**src/hw/rtl/dab_rd_pkg.sv**
```systemverilog
// Shared types and register codes for the dab rectangle difference unit.
`default_nettype none
package dab_rd_pkg;

	localparam int COORD_W = 15;
	localparam int NUM_RECT = 4;

	// Configuration register indexes
	localparam logic [1:0] REG_SURFACE_WIDTH  = 2'd0;
	localparam logic [1:0] REG_SURFACE_HEIGHT = 2'd1;

	typedef struct packed {
		logic [COORD_W-1:0] bottom;
		logic [COORD_W-1:0] right;
		logic [COORD_W-1:0] top;
		logic [COORD_W-1:0] left;
	} rect_t;

	// One classified dab: candidate stripes and which of them are emitted.
	// Bit 0 above, bit 1 below, bit 2 left, bit 3 right (or whole rect in slot 0).
	typedef struct packed {
		rect_t [NUM_RECT-1:0] rect;
		logic  [NUM_RECT-1:0] mask;
	} entry_t;

endpackage
`default_nettype wire

```
**src/hw/rtl/dab_rd_queue.sv**
```systemverilog
// Small first-in first-out queue between the classifier and the emitter.
`default_nettype none
module dab_rd_queue #(
	parameter int WIDTH = 8,
	parameter int DEPTH = 2
) (
	input  wire logic             clk,
	input  wire logic             arst_n,
	input  wire logic             push,
	input  wire logic [WIDTH-1:0] push_data,
	output logic                  not_full,
	input  wire logic             pop,
	output logic [WIDTH-1:0]      pop_data,
	output logic                  not_empty
);
	localparam int PW = (DEPTH > 1) ? $clog2(DEPTH) : 1;
	localparam int CW = $clog2(DEPTH + 1);

	logic [WIDTH-1:0] store_q [DEPTH];
	logic [PW-1:0]    wr_ptr_q;
	logic [PW-1:0]    rd_ptr_q;
	logic [CW-1:0]    count_q;

	assign not_full  = (count_q != CW'(DEPTH));
	assign not_empty = (count_q != '0);
	assign pop_data  = store_q[rd_ptr_q];

	always_ff @(posedge clk) begin
		if (push) begin
			store_q[wr_ptr_q] <= push_data;
		end
	end

	always_ff @(posedge clk or negedge arst_n) begin
		if (!arst_n) begin
			wr_ptr_q <= '0;
			rd_ptr_q <= '0;
			count_q  <= '0;
		end else begin
			if (push) begin
				wr_ptr_q <= (wr_ptr_q == PW'(DEPTH - 1)) ? '0 : wr_ptr_q + 1'b1;
			end
			if (pop) begin
				rd_ptr_q <= (rd_ptr_q == PW'(DEPTH - 1)) ? '0 : rd_ptr_q + 1'b1;
			end
			case ({push, pop})
				2'b10:   count_q <= count_q + 1'b1;
				2'b01:   count_q <= count_q - 1'b1;
				default: count_q <= count_q;
			endcase
		end
	end

endmodule
`default_nettype wire

```
**src/hw/rtl/dab_rd_front.sv**
```systemverilog
// Front end: surface registers, clipping stage and classification against the previous dab.
`default_nettype none
module dab_rd_front #(
	parameter int MAX_SURFACE_SIZE = 16384
) (
	input  wire logic           clk,
	input  wire logic           arst_n,
	input  wire logic           cfg_valid,
	input  wire logic [1:0]     cfg_index,
	input  wire logic [14:0]    cfg_data,
	input  wire logic           in_valid,
	output logic                in_ready,
	input  wire logic           kind,
	input  wire logic [15:0]    dab_left,
	input  wire logic [15:0]    dab_top,
	input  wire logic [13:0]    dab_width,
	input  wire logic [13:0]    dab_height,
	output logic                push,
	output dab_rd_pkg::entry_t  push_entry,
	input  wire logic           q_not_full
);
	import dab_rd_pkg::*;

	localparam logic [17:0] MAX_SZ = 18'(MAX_SURFACE_SIZE);
	localparam logic [COORD_W-1:0] SIZE_RESET =
		COORD_W'((MAX_SURFACE_SIZE < 1024) ? MAX_SURFACE_SIZE : 1024);

	logic [COORD_W-1:0] surf_w_q, surf_h_q, cfg_clamped;

	assign cfg_clamped = ({3'b000, cfg_data} > MAX_SZ) ? MAX_SZ[COORD_W-1:0] : cfg_data;

	always_ff @(posedge clk or negedge arst_n) begin
		if (!arst_n) begin
			surf_w_q <= SIZE_RESET;
			surf_h_q <= SIZE_RESET;
		end else if (cfg_valid) begin
			case (cfg_index)
				REG_SURFACE_WIDTH:  surf_w_q <= cfg_clamped;
				REG_SURFACE_HEIGHT: surf_h_q <= cfg_clamped;
				default: ;
			endcase
		end
	end

	// Clip stage
	logic signed [17:0] left_x, top_x, right_x, bottom_x, sw_x, sh_x;
	logic signed [17:0] l_c, t_c, r_c, b_c;
	logic nonempty;

	always_comb begin
		left_x   = {{2{dab_left[15]}}, dab_left};
		top_x    = {{2{dab_top[15]}}, dab_top};
		right_x  = left_x + $signed({4'b0000, dab_width});
		bottom_x = top_x + $signed({4'b0000, dab_height});
		sw_x     = $signed({3'b000, surf_w_q});
		sh_x     = $signed({3'b000, surf_h_q});
		l_c      = left_x[17] ? '0 : left_x;
		t_c      = top_x[17] ? '0 : top_x;
		r_c      = (right_x > sw_x) ? sw_x : right_x;
		b_c      = (bottom_x > sh_x) ? sh_x : bottom_x;
		nonempty = (l_c < r_c) && (t_c < b_c);
	end

	logic  v_s1, kind_s1, ne_s1;
	rect_t clip_s1;
	logic  done;

	assign in_ready = !v_s1 || done;

	always_ff @(posedge clk or negedge arst_n) begin
		if (!arst_n) begin
			v_s1 <= 1'b0;
		end else if (in_ready) begin
			v_s1 <= in_valid;
		end
	end

	always_ff @(posedge clk) begin
		if (in_ready && in_valid) begin
			kind_s1        <= kind;
			ne_s1          <= nonempty;
			clip_s1.left   <= l_c[COORD_W-1:0];
			clip_s1.top    <= t_c[COORD_W-1:0];
			clip_s1.right  <= r_c[COORD_W-1:0];
			clip_s1.bottom <= b_c[COORD_W-1:0];
		end
	end

	// Classify against the stored rectangle
	rect_t prev_q;
	logic  overlap;
	logic [COORD_W-1:0] band_top, band_bot;
	entry_t ent;

	always_comb begin
		overlap = (clip_s1.top < prev_q.bottom) && (clip_s1.bottom > prev_q.top) &&
			(clip_s1.left < prev_q.right) && (clip_s1.right > prev_q.left);
		band_top = (clip_s1.top < prev_q.top) ? prev_q.top : clip_s1.top;
		band_bot = (clip_s1.bottom > prev_q.bottom) ? prev_q.bottom : clip_s1.bottom;
		ent = '0;
		if (overlap) begin
			ent.mask[0] = clip_s1.top < prev_q.top;
			ent.mask[1] = clip_s1.bottom > prev_q.bottom;
			ent.mask[2] = clip_s1.left < prev_q.left;
			ent.mask[3] = clip_s1.right > prev_q.right;
			ent.rect[0] = '{bottom: prev_q.top, right: clip_s1.right,
				top: clip_s1.top, left: clip_s1.left};
			ent.rect[1] = '{bottom: clip_s1.bottom, right: clip_s1.right,
				top: prev_q.bottom, left: clip_s1.left};
			ent.rect[2] = '{bottom: band_bot, right: prev_q.left,
				top: band_top, left: clip_s1.left};
			ent.rect[3] = '{bottom: band_bot, right: clip_s1.right,
				top: band_top, left: prev_q.right};
		end else begin
			ent.mask    = 4'b0001;
			ent.rect[0] = clip_s1;
		end
	end

	logic need_push;
	assign need_push  = kind_s1 && ne_s1 && (ent.mask != '0);
	assign done       = v_s1 && (!need_push || q_not_full);
	assign push       = v_s1 && need_push && q_not_full;
	assign push_entry = ent;

	always_ff @(posedge clk or negedge arst_n) begin
		if (!arst_n) begin
			prev_q <= '0;
		end else if (done) begin
			if (!kind_s1) begin
				prev_q <= '0;
			end else if (ne_s1) begin
				prev_q <= clip_s1;
			end
		end
	end

endmodule
`default_nettype wire

```
**src/hw/rtl/dab_rd_back.sv**
```systemverilog
// Back end: serialises the queued stripes of each dab into output beats.
`default_nettype none
module dab_rd_back (
	input  wire logic                clk,
	input  wire logic                arst_n,
	input  wire logic                q_not_empty,
	input  wire dab_rd_pkg::entry_t  q_entry,
	output logic                     pop,
	output logic                     out_valid,
	input  wire logic                out_ready,
	output dab_rd_pkg::rect_t        out_rect,
	output logic                     out_last
);
	import dab_rd_pkg::*;

	logic [NUM_RECT-1:0] mask_q;
	rect_t [NUM_RECT-1:0] rect_q;
	logic [NUM_RECT-1:0] pick, remain;
	logic [1:0] sel;
	logic work_v, adv, is_last;
	logic out_v_q;

	always_comb begin
		sel = 2'd0;
		for (int i = NUM_RECT - 1; i >= 0; i--) begin
			if (mask_q[i]) sel = 2'(i);
		end
		pick   = NUM_RECT'(1) << sel;
		remain = mask_q & ~pick;
	end

	assign work_v  = (mask_q != '0);
	assign adv     = work_v && (!out_v_q || out_ready);
	assign is_last = (remain == '0);
	assign pop     = q_not_empty && (!work_v || (adv && is_last));

	always_ff @(posedge clk or negedge arst_n) begin
		if (!arst_n) begin
			mask_q  <= '0;
			out_v_q <= 1'b0;
		end else begin
			if (pop) begin
				mask_q <= q_entry.mask;
			end else if (adv) begin
				mask_q <= remain;
			end
			if (adv) begin
				out_v_q <= 1'b1;
			end else if (out_ready) begin
				out_v_q <= 1'b0;
			end
		end
	end

	always_ff @(posedge clk) begin
		if (pop) begin
			rect_q <= q_entry.rect;
		end
		if (adv) begin
			out_rect <= rect_q[sel];
			out_last <= is_last;
		end
	end

	assign out_valid = out_v_q;

	a_pop_nonempty: assert property (@(posedge clk) disable iff (!arst_n)
		pop |-> (q_entry.mask != '0))
		else $error("empty stripe set taken from queue");

	a_pick_onehot: assert property (@(posedge clk) disable iff (!arst_n)
		adv |-> $onehot(pick) && ((pick & mask_q) != '0))
		else $error("selected stripe not pending");

	a_rect_nonempty: assert property (@(posedge clk) disable iff (!arst_n)
		out_v_q |-> (out_rect.right > out_rect.left) && (out_rect.bottom > out_rect.top))
		else $error("empty rectangle on output");

endmodule
`default_nettype wire

```
**src/hw/rtl/dab_rect_difference_unit.sv**
```systemverilog
// Top level of the dab rectangle difference unit: clip, subtract previous dab, emit stripes.
//
//  channel  | direction | handshake               | payload
//  ---------+-----------+-------------------------+------------------------------------------
//  s_axis   | in        | s_axis_tvalid/tready    | tdata dab rect, tuser kind
//  m_axis   | out       | m_axis_tvalid/tready    | tdata saved rect, tlast last stripe of dab
//  cfg      | in        | cfg_valid/cfg_ready     | cfg_index register, cfg_data value
//
// Flow: a dab passes a clip stage and a classify stage, then waits in a two-entry
// queue; the emitter sends one stripe per cycle while m_axis_tready is held high, one to
// four stripes per dab, and a dab or stroke start with no stripes never enters the queue.
// Throughput is set by the single output register of the emitter.
// Reset: surface sizes return to 1024 (or MAX_SURFACE_SIZE if smaller), previous rect to zero.
// Stalls: output back-pressure fills the queue before the input stalls; cfg_ready is always high.
`default_nettype none
module dab_rect_difference_unit #(
	parameter int MAX_SURFACE_SIZE = 16384
) (
	input  wire logic        clk,
	input  wire logic        arst_n,
	input  wire logic        cfg_valid,
	output logic             cfg_ready,
	input  wire logic [1:0]  cfg_index,
	input  wire logic [14:0] cfg_data,
	input  wire logic        s_axis_tvalid,
	output logic             s_axis_tready,
	// [15:0] dab_left, [31:16] dab_top, [45:32] dab_width, [59:46] dab_height, rest zero
	input  wire logic [63:0] s_axis_tdata,
	// [0] kind
	input  wire logic        s_axis_tuser,
	output logic             m_axis_tvalid,
	input  wire logic        m_axis_tready,
	// [14:0] rect_left, [29:15] rect_top, [44:30] rect_right, [59:45] rect_bottom, rest zero
	output logic [63:0]      m_axis_tdata,
	output logic             m_axis_tlast
);
	import dab_rd_pkg::*;

	logic   push, q_not_full, pop, q_not_empty;
	entry_t push_entry, q_entry;
	rect_t  out_rect;

	// Registers take a write every cycle; configure only while idle.
	assign cfg_ready = 1'b1;

	dab_rd_front #(
		.MAX_SURFACE_SIZE(MAX_SURFACE_SIZE)
	) u_front (
		.clk        (clk),
		.arst_n     (arst_n),
		.cfg_valid  (cfg_valid),
		.cfg_index  (cfg_index),
		.cfg_data   (cfg_data),
		.in_valid   (s_axis_tvalid),
		.in_ready   (s_axis_tready),
		.kind       (s_axis_tuser),
		.dab_left   (s_axis_tdata[15:0]),
		.dab_top    (s_axis_tdata[31:16]),
		.dab_width  (s_axis_tdata[45:32]),
		.dab_height (s_axis_tdata[59:46]),
		.push       (push),
		.push_entry (push_entry),
		.q_not_full (q_not_full)
	);

	// Decouple classification from emission
	dab_rd_queue #(
		.WIDTH($bits(entry_t)),
		.DEPTH(2)
	) u_queue (
		.clk       (clk),
		.arst_n    (arst_n),
		.push      (push),
		.push_data (push_entry),
		.not_full  (q_not_full),
		.pop       (pop),
		.pop_data  (q_entry),
		.not_empty (q_not_empty)
	);

	dab_rd_back u_back (
		.clk         (clk),
		.arst_n      (arst_n),
		.q_not_empty (q_not_empty),
		.q_entry     (q_entry),
		.pop         (pop),
		.out_valid   (m_axis_tvalid),
		.out_ready   (m_axis_tready),
		.out_rect    (out_rect),
		.out_last    (m_axis_tlast)
	);

	// Pack the beat, upper bits held at zero
	assign m_axis_tdata = {4'b0000, out_rect.bottom, out_rect.right, out_rect.top, out_rect.left};

endmodule
`default_nettype wire

```
**config.mk**
```make
export PLATFORM = sky130hd
export DESIGN_NAME = dab_rect_difference_unit
export DESIGN_NICKNAME = d
export VERILOG_FILES = /design/src/hw/rtl/dab_rd_pkg.sv /design/src/hw/rtl/dab_rd_queue.sv /design/src/hw/rtl/dab_rd_front.sv /design/src/hw/rtl/dab_rd_back.sv /design/src/hw/rtl/dab_rect_difference_unit.sv
export SDC_FILE = /design/constraint.sdc
export NUM_CORES = 1
export LEC_CHECK = 0
export BUFFER_PORTS_ARGS = -buffer_cell sky130_fd_sc_hd__buf_2
export CAP_MARGIN = 10
export CELL_PAD_IN_SITES_DETAIL_PLACEMENT = 0
export CELL_PAD_IN_SITES_GLOBAL_PLACEMENT = 2
export CORE_ASPECT_RATIO = 1.25
export CORE_MARGIN = 8
export CORE_UTILIZATION = 45
export CTS_CLUSTER_SIZE = 14
export DETAILED_ROUTE_END_ITERATION = 8
export GPL_ROUTABILITY_DRIVEN = 0
export GPL_TIMING_DRIVEN = 0
export HOLD_SLACK_MARGIN = 0.03
export PLACE_DENSITY = 0.79
export RECOVER_POWER = 25
export SYNTH_ARGS = -nofsm -noshare
export SYNTH_HDL_FRONTEND = slang
export SYNTH_SLANG_ARGS = --single-unit
```
**constraint.sdc**
```tcl
create_clock -name clk -period 15.56 [get_ports clk]
set_input_delay 3.112 -clock clk [delete_from_list [all_inputs] [get_ports clk]]
set_output_delay 3.112 -clock clk [all_outputs]
set_load 0.005 [all_outputs]
```
; Word-level counts from Yosys, hierarchy flattened
; Memories as Yosys holds them, arrays and structs flattened.
; Index checks and enable logic that the tools add are counted.
[word_totals]
regBits = 463
ramBits = 488
in_bits = 87
output_inout_bits = 68
mem_count = 1
[mem_list]
columns = name, depth, width, read_ports, rd_clocked_by_memory_dff, write_ports, line_no
row1 = u_queue.store_q, 2, 244, 1, 0, 1, dab_rd_queue.sv:19  ; logic [WIDTH-1:0] store_q [DEPTH];
[op_classes]
add_sub_neg = 6
order_cmp = 14
n_eq_ne = 5
shifts = 1
muxes = 26
bitwise_logic = 2
n_reduce_logical = 32
[op_table]
columns = operator, count
row1 = $mux 180, 1
row2 = $mux 60, 3
row3 = $bmux 60 s2, 1
row4 = $mux 15, 5
row5 = $mux 64, 1
row6 = $gt 15x15->1, 4
row7 = $lt 15x15->1, 4
row8 = $gt 18x16->1, 2
row9 = $lt 18x18->1, 2
row10 = $mux 18, 2
row11 = $add 16x15->17, 2
row12 = $gt 15x15->1 const B, 1
row13 = $logic_and 1x1->1, 13
row14 = $mux 2, 4
row15 = $mux 4, 2
row16 = $reduce_bool 2->1, 4
row17 = $reduce_bool 4->1, 2
row18 = $mux 1, 6
row19 = $reduce_and 2->1, 3
row20 = $and 4x4->4, 1
row21 = $eq 2x1->1 const B, 2
row22 = $logic_not 1->1, 4
row23 = $logic_not 4->1, 1
row24 = $logic_or 1x1->1, 4
row25 = other kinds (10), 12

; Logic depth before layout (Yosys ltp)
; Gate-level depths: netlist (run 1).
[logic_depth]
ltp_word = 13
mapped_depth = 31
mapped_depth_nobuf = 30

; Cells and area by module
; Synthesis (run 1) repeated with hierarchy kept, for this count alone.
[unflattened]
hier_cells = 2791
hier_area_um2 = 43113.8
[by_module_without_submodules]
columns = module, instances, cells_per_inst, area_each_um2, seq_area_each_um2
row1 = dab_rd_queue, 1, 775, 17976.0, 14754.2
row2 = dab_rd_front, 1, 1605, 14305.0, 4141.5
row3 = dab_rd_back, 1, 404, 10787.8, 9163.8
row4 = dab_rect_difference_unit, 1, 7, 45.0, 0.0

; Worst setup path before layout (run 1)
; Ideal clock, no wire load.
[synth_path]
kind = in2reg
startpoint = input port m_axis_tready
endpoint = register u_queue.count_q[1]
t_arrival_ps = 12997
required_ps = 15481
slack_ps = 2483
path_stages = 8
n_path_buf = 0
path_cell_list = nor2b_1 > maj3_1 > o21a_1 > o22a_1 > nor2_1 > ha_1 > nor2_1 > xor2_1
[synth_between]
elab_chain_cells = 7
elab_cells_between_ends = 9
[synth_rtl]
columns = item, line_no
row1 = "start, declared", dab_rect_difference_unit.sv:32  ; input wire logic m_axis_tready,
row2 = $logic_or 1x1->1 *, dab_rd_back.sv:33  ; assign adv = work_v && (!out_v_q || out_ready);
row3 = $logic_and 1x1->1 *, dab_rd_back.sv:33
row4 = $logic_and 1x1->1 *, dab_rd_back.sv:35  ; assign pop = q_not_empty && (!work_v || (adv && is_last));
row5 = $logic_or 1x1->1 *, dab_rd_back.sv:35
row6 = $logic_and 1x1->1 *, dab_rd_back.sv:35
row7 = net pop, dab_rect_difference_unit.sv:39  ; logic push, q_not_full, pop, q_not_empty;
row8 = $eq 2x1->1 / $eq 2x2->1 (equally long branches), dab_rd_queue.sv:46  ; case ({push, pop})
row9 = $pmux 2 s2 / $reduce_bool 2->1 (equally long branches), n/a
row10 = "end signal, assigned", dab_rd_queue.sv:47  ; 2'b10: count_q <= count_q + 1'b1;
row11 = "end signal, assigned", dab_rd_queue.sv:48  ; 2'b01: count_q <= count_q - 1'b1;
row12 = "end signal, assigned", dab_rd_queue.sv:49  ; default: count_q <= count_q;
row13 = "end, declared", dab_rd_queue.sv:22  ; logic [CW-1:0] count_q;
; Mark *: on every way through the listed nets, which the timed path passes. The rest lies on a longest branch.
; A chain may end at the register's enable or synchronous reset.

; Worst setup path in the final report (run 1)
[layout_path]
startpoint = input port s_axis_tdata[16]
endpoint = register u_front.ne_s1, data pin
[layout_between]
elab_chain_cells = 5
elab_cells_between_ends = 6
[layout_rtl]
columns = item, line_no
row1 = "start, declared", dab_rect_difference_unit.sv:28  ; input wire logic [63:0] s_axis_tdata,
row2 = $add 16x15->17, dab_rd_front.sv:54  ; bottom_x = top_x + $signed({4'b0000, dab_height});
row3 = $gt 18x16->1, dab_rd_front.sv:60  ; b_c = (bottom_x > sh_x) ? sh_x : bottom_x;
row4 = $mux 18, dab_rd_front.sv:60
row5 = $lt 18x18->1 *, dab_rd_front.sv:61  ; nonempty = (l_c < r_c) && (t_c < b_c);
row6 = $logic_and 1x1->1 *, dab_rd_front.sv:61
row7 = net u_front.nonempty, dab_rd_front.sv:48  ; logic nonempty;
row8 = "end signal, assigned", dab_rd_front.sv:81  ; ne_s1 <= nonempty;
row9 = "end, declared", dab_rd_front.sv:64  ; logic v_s1, kind_s1, ne_s1;
; Marked as above.

==> flow_summary.yaml, run 1 <==
sta:
  finalSetupViolations: 0
  worst_clock_skew_ns: 0.0306
  finalCriticalPeriod_ns: 9.20
  fin_ws_ns: 6.36
  slew_headroom_pct: -170
  drv_slew: 103
  fin_setup_tns_ns: 0
  hold_viol: 0
  fmax_mhz: 109
  finalCritPeriodShare_pct: 59.1
  worst_slew_pin_slew_ns: 4.05
  grt_setup_unrepaired: "no"
drt:
  wl_per_cell_um: 22.4
  first_iter_violations: 1335
  wl_mm: 85.4
  drc: 0
  first_pass_iters: 7
  vias: 20350
  vias_per_cell: 5.34
  ant_nets: 0
cells_and_area:
  antenna_cells: 0
  area_growth_pct: 14.5
  fin_util_pct: 51.9
  layout_common_cells: "edfxtp_1, ha_1, mux2_2"
  mostFrequentLayoutCell: "edfxtp_1"
  layout.nets: 2996
  fin_cells: 3808
  layout-drive-gt1-share_pct: 18.8
floorplanning:
  die_h_um: 328
  die-area_um2: 86900
  num_rows: 114
  ioPinCount: 155
  dieWidth_um: 265
  coreArea_um2: 77200
  start_util_pct: 45.3
cts:
  clock-root-buffer: "clkbuf_16"
  cts_tree: "built"
  clk_pin_slew_ns: 0.06
  clockBufferDepth: 3
  cts_buffers: 76
  cts_resized: 0
  clock_latency_ns: 0.63
  clock_sinks: 771
  postCtsSetupBuffers: 0
  hold_buffers: 0
  ctsHtreeMaxLevel: 3
place:
  place_ws_ns: 5.68
  placedCellCount: 3668
  hpwlAfterDp_mm: 63.9
  port_buffers: 145
synth:
  yosys_warnings: 0
  ys_seq_area_share_pct: 64.8
  syn_inst: 2453
  syn_avg_cell_area_um2: 14.3
  yosysUniqueCellTypes: 75
  ys.flop_type: "edfxtp_1"
  syn-cell-area_um2: 35000
  synth_edf_count: 671
  async_flop_share_pct: 13.0
  ys_ff_latch: 771
worst_setup_path:
  required_ns: 16.00
  r2r.worst_path.cells: 25
  cp_slowest_cell: "fa_1"
  endpoint_kind: "flop"
  cp.arrival_ns: 9.64
  max_stage_delay_ns: 0.44
  crit_top_cell: "ha_1"
  crit_end: "u_front.ne_s1"
  path_class: "input port to flop"
  crit_fanout: 10
  r2r_end: "u_front.ne_s1"
  crit-reg2reg-launch: "u_front.surf_h_q[3]"
  worstSetupStartpoint: "s_axis_tdata[16]"
  r2r_slack_ns: 10.04
  start_kind: "input port"
power_and_ir_drop:
  switching_share_pct: 32.4
  p_leak_nw: 15.7
  pwr_density_cell_nw_per_um2: 183
  p_clk_share_pct: 25.0
  p_seq_share_pct: 44.0
  p_switching_mw: 2.38
  combPwrFrac_pct: 31.0
  ir_drop_v: 0.000108
  intPower_mw: 4.96
grt:
  first_global_vias: 21552
  overflow: 0
  grt_max_degree: 72
  antenna_found_initial: 1
  grt_pass1_wl_mm: 129
  track_usage_pct: 19.4
outcome:
  status: "complete, but fails checks"
  violations: "capacitance limit, slew limit"
flow_run:
  max-cap-violations: 2
hold_path:
  hp-class: "flop to flop"
-- Yosys cell counts (8+ instances only) --
cell type	instances	area, µm²
a21oi_1	61	305
buf_6	9	101
edfxtp_1	671	20100
o21ai_0	101	505
nor2_1	137	514
nand4_1	24	150
nand3_1	21	105
nand2b_1	26	163
dfrtp_1	98	2450
nand2_1	162	608
o21a_1	16	120
clkbuf_1	72	270
mux2i_1	149	1490
inv_2	10	37.5
mux2_2	198	2230
a222oi_1	15	150
and3_1	50	313
a21o_1	68	510
nor3_1	13	65.1
xnor2_1	15	131
nor2b_1	45	282
inv_1	137	514
ha_1	205	2560
o21ai_1	12	60.1
a211oi_1	8	60.1
xor2_1	15	131
-- flip-flops by register name (all words and copies together) (netlist names), 2 cells and up --
signal            count
u_back.mask_q         4
u_back.out_rect      60
u_back.rect_q       180
u_front.clip_s1      60
u_front.prev_q       60
u_front.surf_h_q     15
u_front.surf_w_q     15
u_queue.count_q       2
u_queue.store_q     368
-- metal layers --
metal | GRT usage [%] | part of all wire [%]
met1 | 25.3 | 44
met5 | 0 | 0.013
met4 | 6.45 | 2.7
met3 | 2.60 | 3.8
met2 | 33.4 | 49
-- power groups by stage --
stage	Clock [mW]	Combinational [mW]	Sequential, mW
after floorplan	0	1.43	3.31
after detailed placement	0	2.31	3.27
final	1.83	2.28	3.23
after CTS	1.87	2.33	3.23
after global routing	1.94	2.52	3.27
after global placement	0	2.13	3.44
-- worst min path at each step --
| stage | from | end | slack [ns] | cells past startpoint |
|---|---|---|---|---|
| finish | u_front.surf_h_q[8] | u_front.surf_h_q[8] | 0.49 | 2 |
| global route | u_front.surf_h_q[8] | u_front.surf_h_q[8] | 0.51 | 2 |
| CTS | u_front.surf_h_q[3] | u_front.surf_h_q[3] | 0.49 | 2 |
| detailed placement | u_front.surf_h_q[3] | u_front.surf_h_q[3] | 0.47 | 2 |
| global placement | u_front.surf_h_q[11] | u_front.surf_h_q[11] | 0.47 | 2 |
| floorplan | u_front.surf_h_q[11] | u_front.surf_h_q[11] | 0.45 | 2 |
-- through the flow --
step | power, mW | hold WS, ns | area [µm²]
global route | 7.73 | 0.514 | 40000
finish | 7.34 | 0.488 | 40000
detailed placement | 5.59 | 0.475 | 37600
floorplan | 4.74 | 0.450 | 35000
global placement | 5.57 | 0.469 | 37000
CTS | 7.43 | 0.489 | 40100
-- cell type report --
type | instances | area (µm²)
Fill cell | 6443 | 37100
Sequential cell | 771 | 22700
Multi-Input combinational cell | 1442 | 11400
Clock buffer | 94 | 2030
Tap cell | 1044 | 1310
Timing Repair Buffer | 168 | 1210
Inverter | 147 | 552
Clock inverter | 46 | 465
Buffer | 96 | 455
-- critical path, delay by kind of cell --
kind / cells / cell delay (ns)
adders and majority gates: 5 / 1.63
AOI/OAI and AO/OA: 17 / 3.83
and+or+nand+nor: 3 / 0.38
xor gates and xnor gates: 1 / 0.16
buffers and inverters: 4 / 0.53
-- cell families (layout without fill, tap and decap cells) --
family                     count (synthesis)  after routing  share of synthesized area, %
adders and majority gates                208            208                          7.48
DFF                                      771            771                          64.8
xor gates and xnor gates                  30             30                         0.751
muxes                                    350            350                          10.7
buffers and inverters                    243            551                          2.88
other                                      2              5                        0.0215
and+or+nand+nor                          504            504                          6.81
AOI/OAI and AO/OA                        345            345                          6.52
Note: power is estimated with default switching activity, not from simulation.
==> inputs of run 2 (changes only) <==
Settings changed: CORE_UTILIZATION 45 to 41, PLACE_DENSITY 0.79 to 0.76.
Clock period 15.56 ns to 7.87 ns, I/O delays scaled along.
==> flow_summary.yaml, run 2 (synthesized netlist as in run 1, its figures left out) <==
worst_setup_path:
  cp.arrival_ns: 7.89
  crit-reg2reg-launch: "u_front.surf_h_q[3]"
  worstSetupStartpoint: "s_axis_tdata[16]"
  required_ns: 8.31
  endpoint_kind: "flop"
  r2r.worst_path.cells: 26
  path_class: "input port to flop"
  r2r_slack_ns: 2.39
  max_stage_delay_ns: 0.39
  cp_slowest_cell: "fa_2"
  start_kind: "input port"
  r2r_end: "u_front.ne_s1"
  crit_fanout: 10
place:
  placedCellCount: 3712
  port_buffers: 145
  hpwlAfterDp_mm: 64.5
cts:
  clock-root-buffer: "clkbuf_16"
  clockBufferDepth: 3
  clock_latency_ns: 0.62
  cts_buffers: 77
  cts_tree: "built"
  hold_buffers: 0
  ctsHtreeMaxLevel: 3
  clock_sinks: 771
  clk_pin_slew_ns: 0.06
cells_and_area:
  nFillCells: 7377
  layout_common_cells: "edfxtp_1, ha_1, mux2_2"
  antenna_cells: 0
  area_growth_pct: 14.5
  regMostFlops: "u_queue.store_q"
  largest_register_ffs: 368
  biggestRegsByFlops: "u_queue.store_q (368), u_back.rect_q (180)"
  fin_cells: 3850
  layout.nets: 2996
  layout-drive-gt1-share_pct: 19.0
  mostFrequentLayoutCell: "edfxtp_1"
floorplanning:
  start_util_pct: 41.4
  coreArea_um2: 84400
  die-area_um2: 94900
  ioPinCount: 155
  die_h_um: 343
  num_rows: 119
  dieWidth_um: 277
hold_path:
  min_path_cells: 2
  min_to: "u_front.surf_h_q[11]"
  holdCritStartpoint: "u_front.surf_h_q[11]"
  hp-class: "flop to flop"
drt:
  wl_per_cell_um: 22.5
  first_pass_iters: 8
  ant_nets: 0
  drc: 0
  vias_per_cell: 5.30
  vias: 20422
  first_iter_violations: 1257
  wl_mm: 86.5
sta:
  drv_slew: 160
  worst_slew_pin_slew_ns: 3.86
  hold_viol: 0
  finalSetupViolations: 0
  fmax_mhz: 134
  finalCriticalPeriod_ns: 7.45
  slew_headroom_pct: -157
  finalCritPeriodShare_pct: 94.6
  worst_clock_skew_ns: 0.0171
  grt_setup_unrepaired: "no"
grt:
  grt_pass1_wl_mm: 130
  track_usage_pct: 17.9
  antenna_found_initial: 1
  overflow: 0
  first_global_vias: 21454
  grt_max_degree: 69
power_and_ir_drop:
  finalPower_mw: 14.5
  pwr_density_cell_nw_per_um2: 363
  p_leak_nw: 15.6
  ir_drop_v: 0.000172
outcome:
  status: "complete, but fails checks"
  violations: "capacitance limit, slew limit"
flow_run:
  max-cap-violations: 4
[run 2: cell types whose count changed in the layout (fill, tap and decap cells not counted), moves of 2 or more]
cell	delta
buf_16	-3
clkbuf_8	+5
clkbuf_1	+7
buf_2	-4
mux2_1	-5
clkinv_2	-2
bufinv_16	-3
mux2_2	+5
clkinv_1	-7
[run 2: layout make-up]
class	count	area (µm²)	share of cell area, %
well taps	1089	1360	3.40
clock inverters	35	342	0.853
clock buffers	103	2140	5.34
multi-input cells	1442	11400	28.4
repair buffers	167	1150	2.86
plain buffers	96	457	1.14
inverters	147	552	1.38
flip-flops and latches	771	22700	56.6
[run 2: stage by stage]
stage                     area, µm²  worst slack (ns)  utilization, %  setup TNS (ns)  hold slack (ns)
after floorplan               35000             0.473               -               0            0.450
final                         40000             0.422            47.4               0            0.482
after global routing          40000            0.0304            47.4               0            0.518
after detailed placement      37600            -0.524            44.6          -0.524            0.479
after global placement        37100             -3.72            43.9        -1236.77            0.469
after CTS                     40100            0.0967            47.5               0            0.492
[run 2: what timing repair did]
item | in CTS | in global routing
endpoints found under the setup margin | 0 | 1
buffers inserted | 0 | 0
gates resized for setup | 0 | 7
[run 2: critical path: cells and delay by family]
family | cells | cell delay, ns
XOR/XNOR | 1 | 0.16
AND/OR/NAND/NOR | 4 | 0.53
adder cells (fa/ha/maj) | 5 | 1.62
AO/OA/AOI/OAI | 17 | 3.48
buffers and inverters | 4 | 0.48
[run 2: how the worst max path moves through the flow]
stage | end | slack, ns | cells after the start
6_report | u_front.ne_s1 | 0.42 | 31
2_1_floorplan | u_queue.store_q[0][0] | 0.47 | 8
3_3_place_gp | u_queue.store_q[0][240] | -3.72 | 10
3_5_place_dp | u_front.ne_s1 | -0.52 | 30
5_1_grt | u_front.ne_s1 | 0.03 | 31
4_1_cts | u_front.ne_s1 | 0.1 | 30
[run 2: where the power goes]
group | total (mW) | internal [mW] | switching, mW | leakage (nW)
logic | 4.54 | 1.74 | 2.80 | 6.74
clock network | 3.61 | 2.08 | 1.53 | 1.21
registers | 6.38 | 5.95 | 0.429 | 7.67
[run 2: metal layers]
metal / GRT usage [%] / part of all wire (%) / vias to the layer above
li1: - / - / 9614
met1: 23.3 / 44 / 10237
met2: 31.0 / 49 / 453
met3: 2.57 / 4.3 / 116
met4: 5.14 / 2.4 / 2
met5: 0 / 0.015 / -
==> inputs of run 3 (changes only) <==
Settings changed: CORE_UTILIZATION 41 to 30, PLACE_DENSITY 0.76 to 0.58.
==> flow_summary.yaml, run 3 (synthesized netlist as in run 1, its figures left out) <==
cts:
  clockBufferDepth: 3
  hold_buffers: 0
  ctsHtreeMaxLevel: 3
  clock-root-buffer: "clkbuf_16"
  clock_latency_ns: 0.66
  clk_pin_slew_ns: 0.06
  cts_buffers: 83
  cts_tree: "built"
  clock_sinks: 771
worst_setup_path:
  crit-reg2reg-launch: "u_front.surf_h_q[3]"
  endpoint_kind: "flop"
  start_kind: "input port"
  crit_fanout: 10
  cp.arrival_ns: 7.94
  worstSetupStartpoint: "s_axis_tdata[16]"
  max_stage_delay_ns: 0.44
  r2r.worst_path.cells: 25
  required_ns: 8.35
  cp_slowest_cell: "fa_1"
  r2r_end: "u_front.ne_s1"
  path_class: "input port to flop"
  r2r_slack_ns: 2.39
drt:
  wl_per_cell_um: 21.9
  vias: 20195
  wl_mm: 95.1
  ant_nets: 0
  vias_per_cell: 4.65
  drc: 0
  first_pass_iters: 5
  first_iter_violations: 1335
flow_run:
  max-cap-violations: 4
power_and_ir_drop:
  ir_drop_v: 0.000182
  pwr_density_cell_nw_per_um2: 367
  p_leak_nw: 15.8
  finalPower_mw: 15.1
grt:
  grt_pass1_wl_mm: 141
  overflow: 0
  track_usage_pct: 14.7
  antenna_found_initial: 5
  first_global_vias: 21780
  grt_max_degree: 74
hold_path:
  min_path_cells: 2
  min_to: "u_front.surf_h_q[11]"
  holdCritStartpoint: "u_front.surf_h_q[11]"
  hp-class: "flop to flop"
cells_and_area:
  fin_cells: 4342
  seq_area_um2: 22700
  layout-drive-gt1-share_pct: 19.6
  mostFrequentLayoutCell: "edfxtp_1"
  layout_common_cells: "edfxtp_1, ha_1, mux2_2"
  largest_register_ffs: 368
  area_growth_pct: 17.3
  biggestRegsByFlops: "u_queue.store_q (368), u_back.rect_q (180)"
  regMostFlops: "u_queue.store_q"
  layout.nets: 3004
  multi_input_area_um2: 11400
  nFillCells: 11199
  stdcell_area_um2: 41000
floorplanning:
  coreArea_um2: 116000
  dieWidth_um: 321
  die-area_um2: 128000
  die_h_um: 398
  start_util_pct: 30.1
  ioPinCount: 155
  num_rows: 140
sta:
  fin_setup_tns_ns: 0
  hold_viol: 0
  finalSetupViolations: 0
  finalCriticalPeriod_ns: 7.46
  drv_slew: 145
  slew_headroom_pct: -195
  finalCritPeriodShare_pct: 94.8
  worst_slew_pin_slew_ns: 4.43
  grt_setup_unrepaired: "no"
  worst_clock_skew_ns: 0.0229
  fmax_mhz: 134
place:
  port_buffers: 145
  dpl_cell_area_um2: 38200
  placedCellCount: 4187
  hpwlAfterDp_mm: 70.9
outcome:
  status: "complete, but fails checks"
  violations: "capacitance limit, slew limit"
run 3: what timing repair did:
item	4_1_cts	5_1_grt
buffers inserted	0	0
endpoints found under the hold margin	0	0
gates resized for setup	0	5
endpoints found under the setup margin	0	1
run 3: worst max-delay path by stage:
stage	cells after the start	endpoint
4_1_cts	30	u_front.ne_s1
3_5_place_dp	30	u_front.ne_s1
6_report	29	u_front.ne_s1
3_3_place_gp	9	u_queue.store_q[0][222]
2_1_floorplan	8	u_queue.store_q[0][0]
5_1_grt	30	u_front.ne_s1
run 3: per-stage QoR:
stage               hold slack (ns)  utilization [%]  setup WS (ns)
floorplan                     0.450                -          0.473
global placement              0.472             32.4          -4.26
detailed placement            0.475             32.9         -0.489
CTS                           0.489             35.4          0.188
global route                  0.525             35.3         0.0562
finish                        0.481             35.3          0.406
run 3: where the power goes:
group | internal (mW) | switching, mW | leakage [nW] | total, mW
Combinational | 1.75 | 2.88 | 6.75 | 4.64
Sequential | 5.95 | 0.437 | 7.67 | 6.39
Clock | 2.39 | 1.64 | 1.39 | 4.03
Total | 10.1 | 4.95 | 15.8 | 15.1
run 3: critical path: cells and delay by family:
kind | cells | cell delay, ns
compound gates | 18 | 3.83
fa+ha+maj | 5 | 1.67
buf+inv | 4 | 0.54
xor+xnor | 1 | 0.18
simple gates | 1 | 0.13
run 3: cell type report:
| cell class | count | area share [%] |
|---|---|---|
| Buffer | 96 | 1.11 |
| Sequential cell | 771 | 55.2 |
| Inverter | 147 | 1.35 |
| Antenna cell | 2 | 0.0122 |
| Clock buffer | 114 | 5.80 |
| Timing Repair Buffer | 169 | 2.87 |
| Tap cell | 1562 | 4.77 |
| Multi-Input combinational cell | 1442 | 27.7 |
| Clock inverter | 39 | 1.11 |
run 3: per-layer routing:
layer	up-vias	GRT usage [%]	part of all wire (%)
li1	9639	-	-
met1	10076	19.3	46
met2	368	25.2	48
met3	112	2.50	4.0
met4	0	3.90	1.9
met5	-	0	0
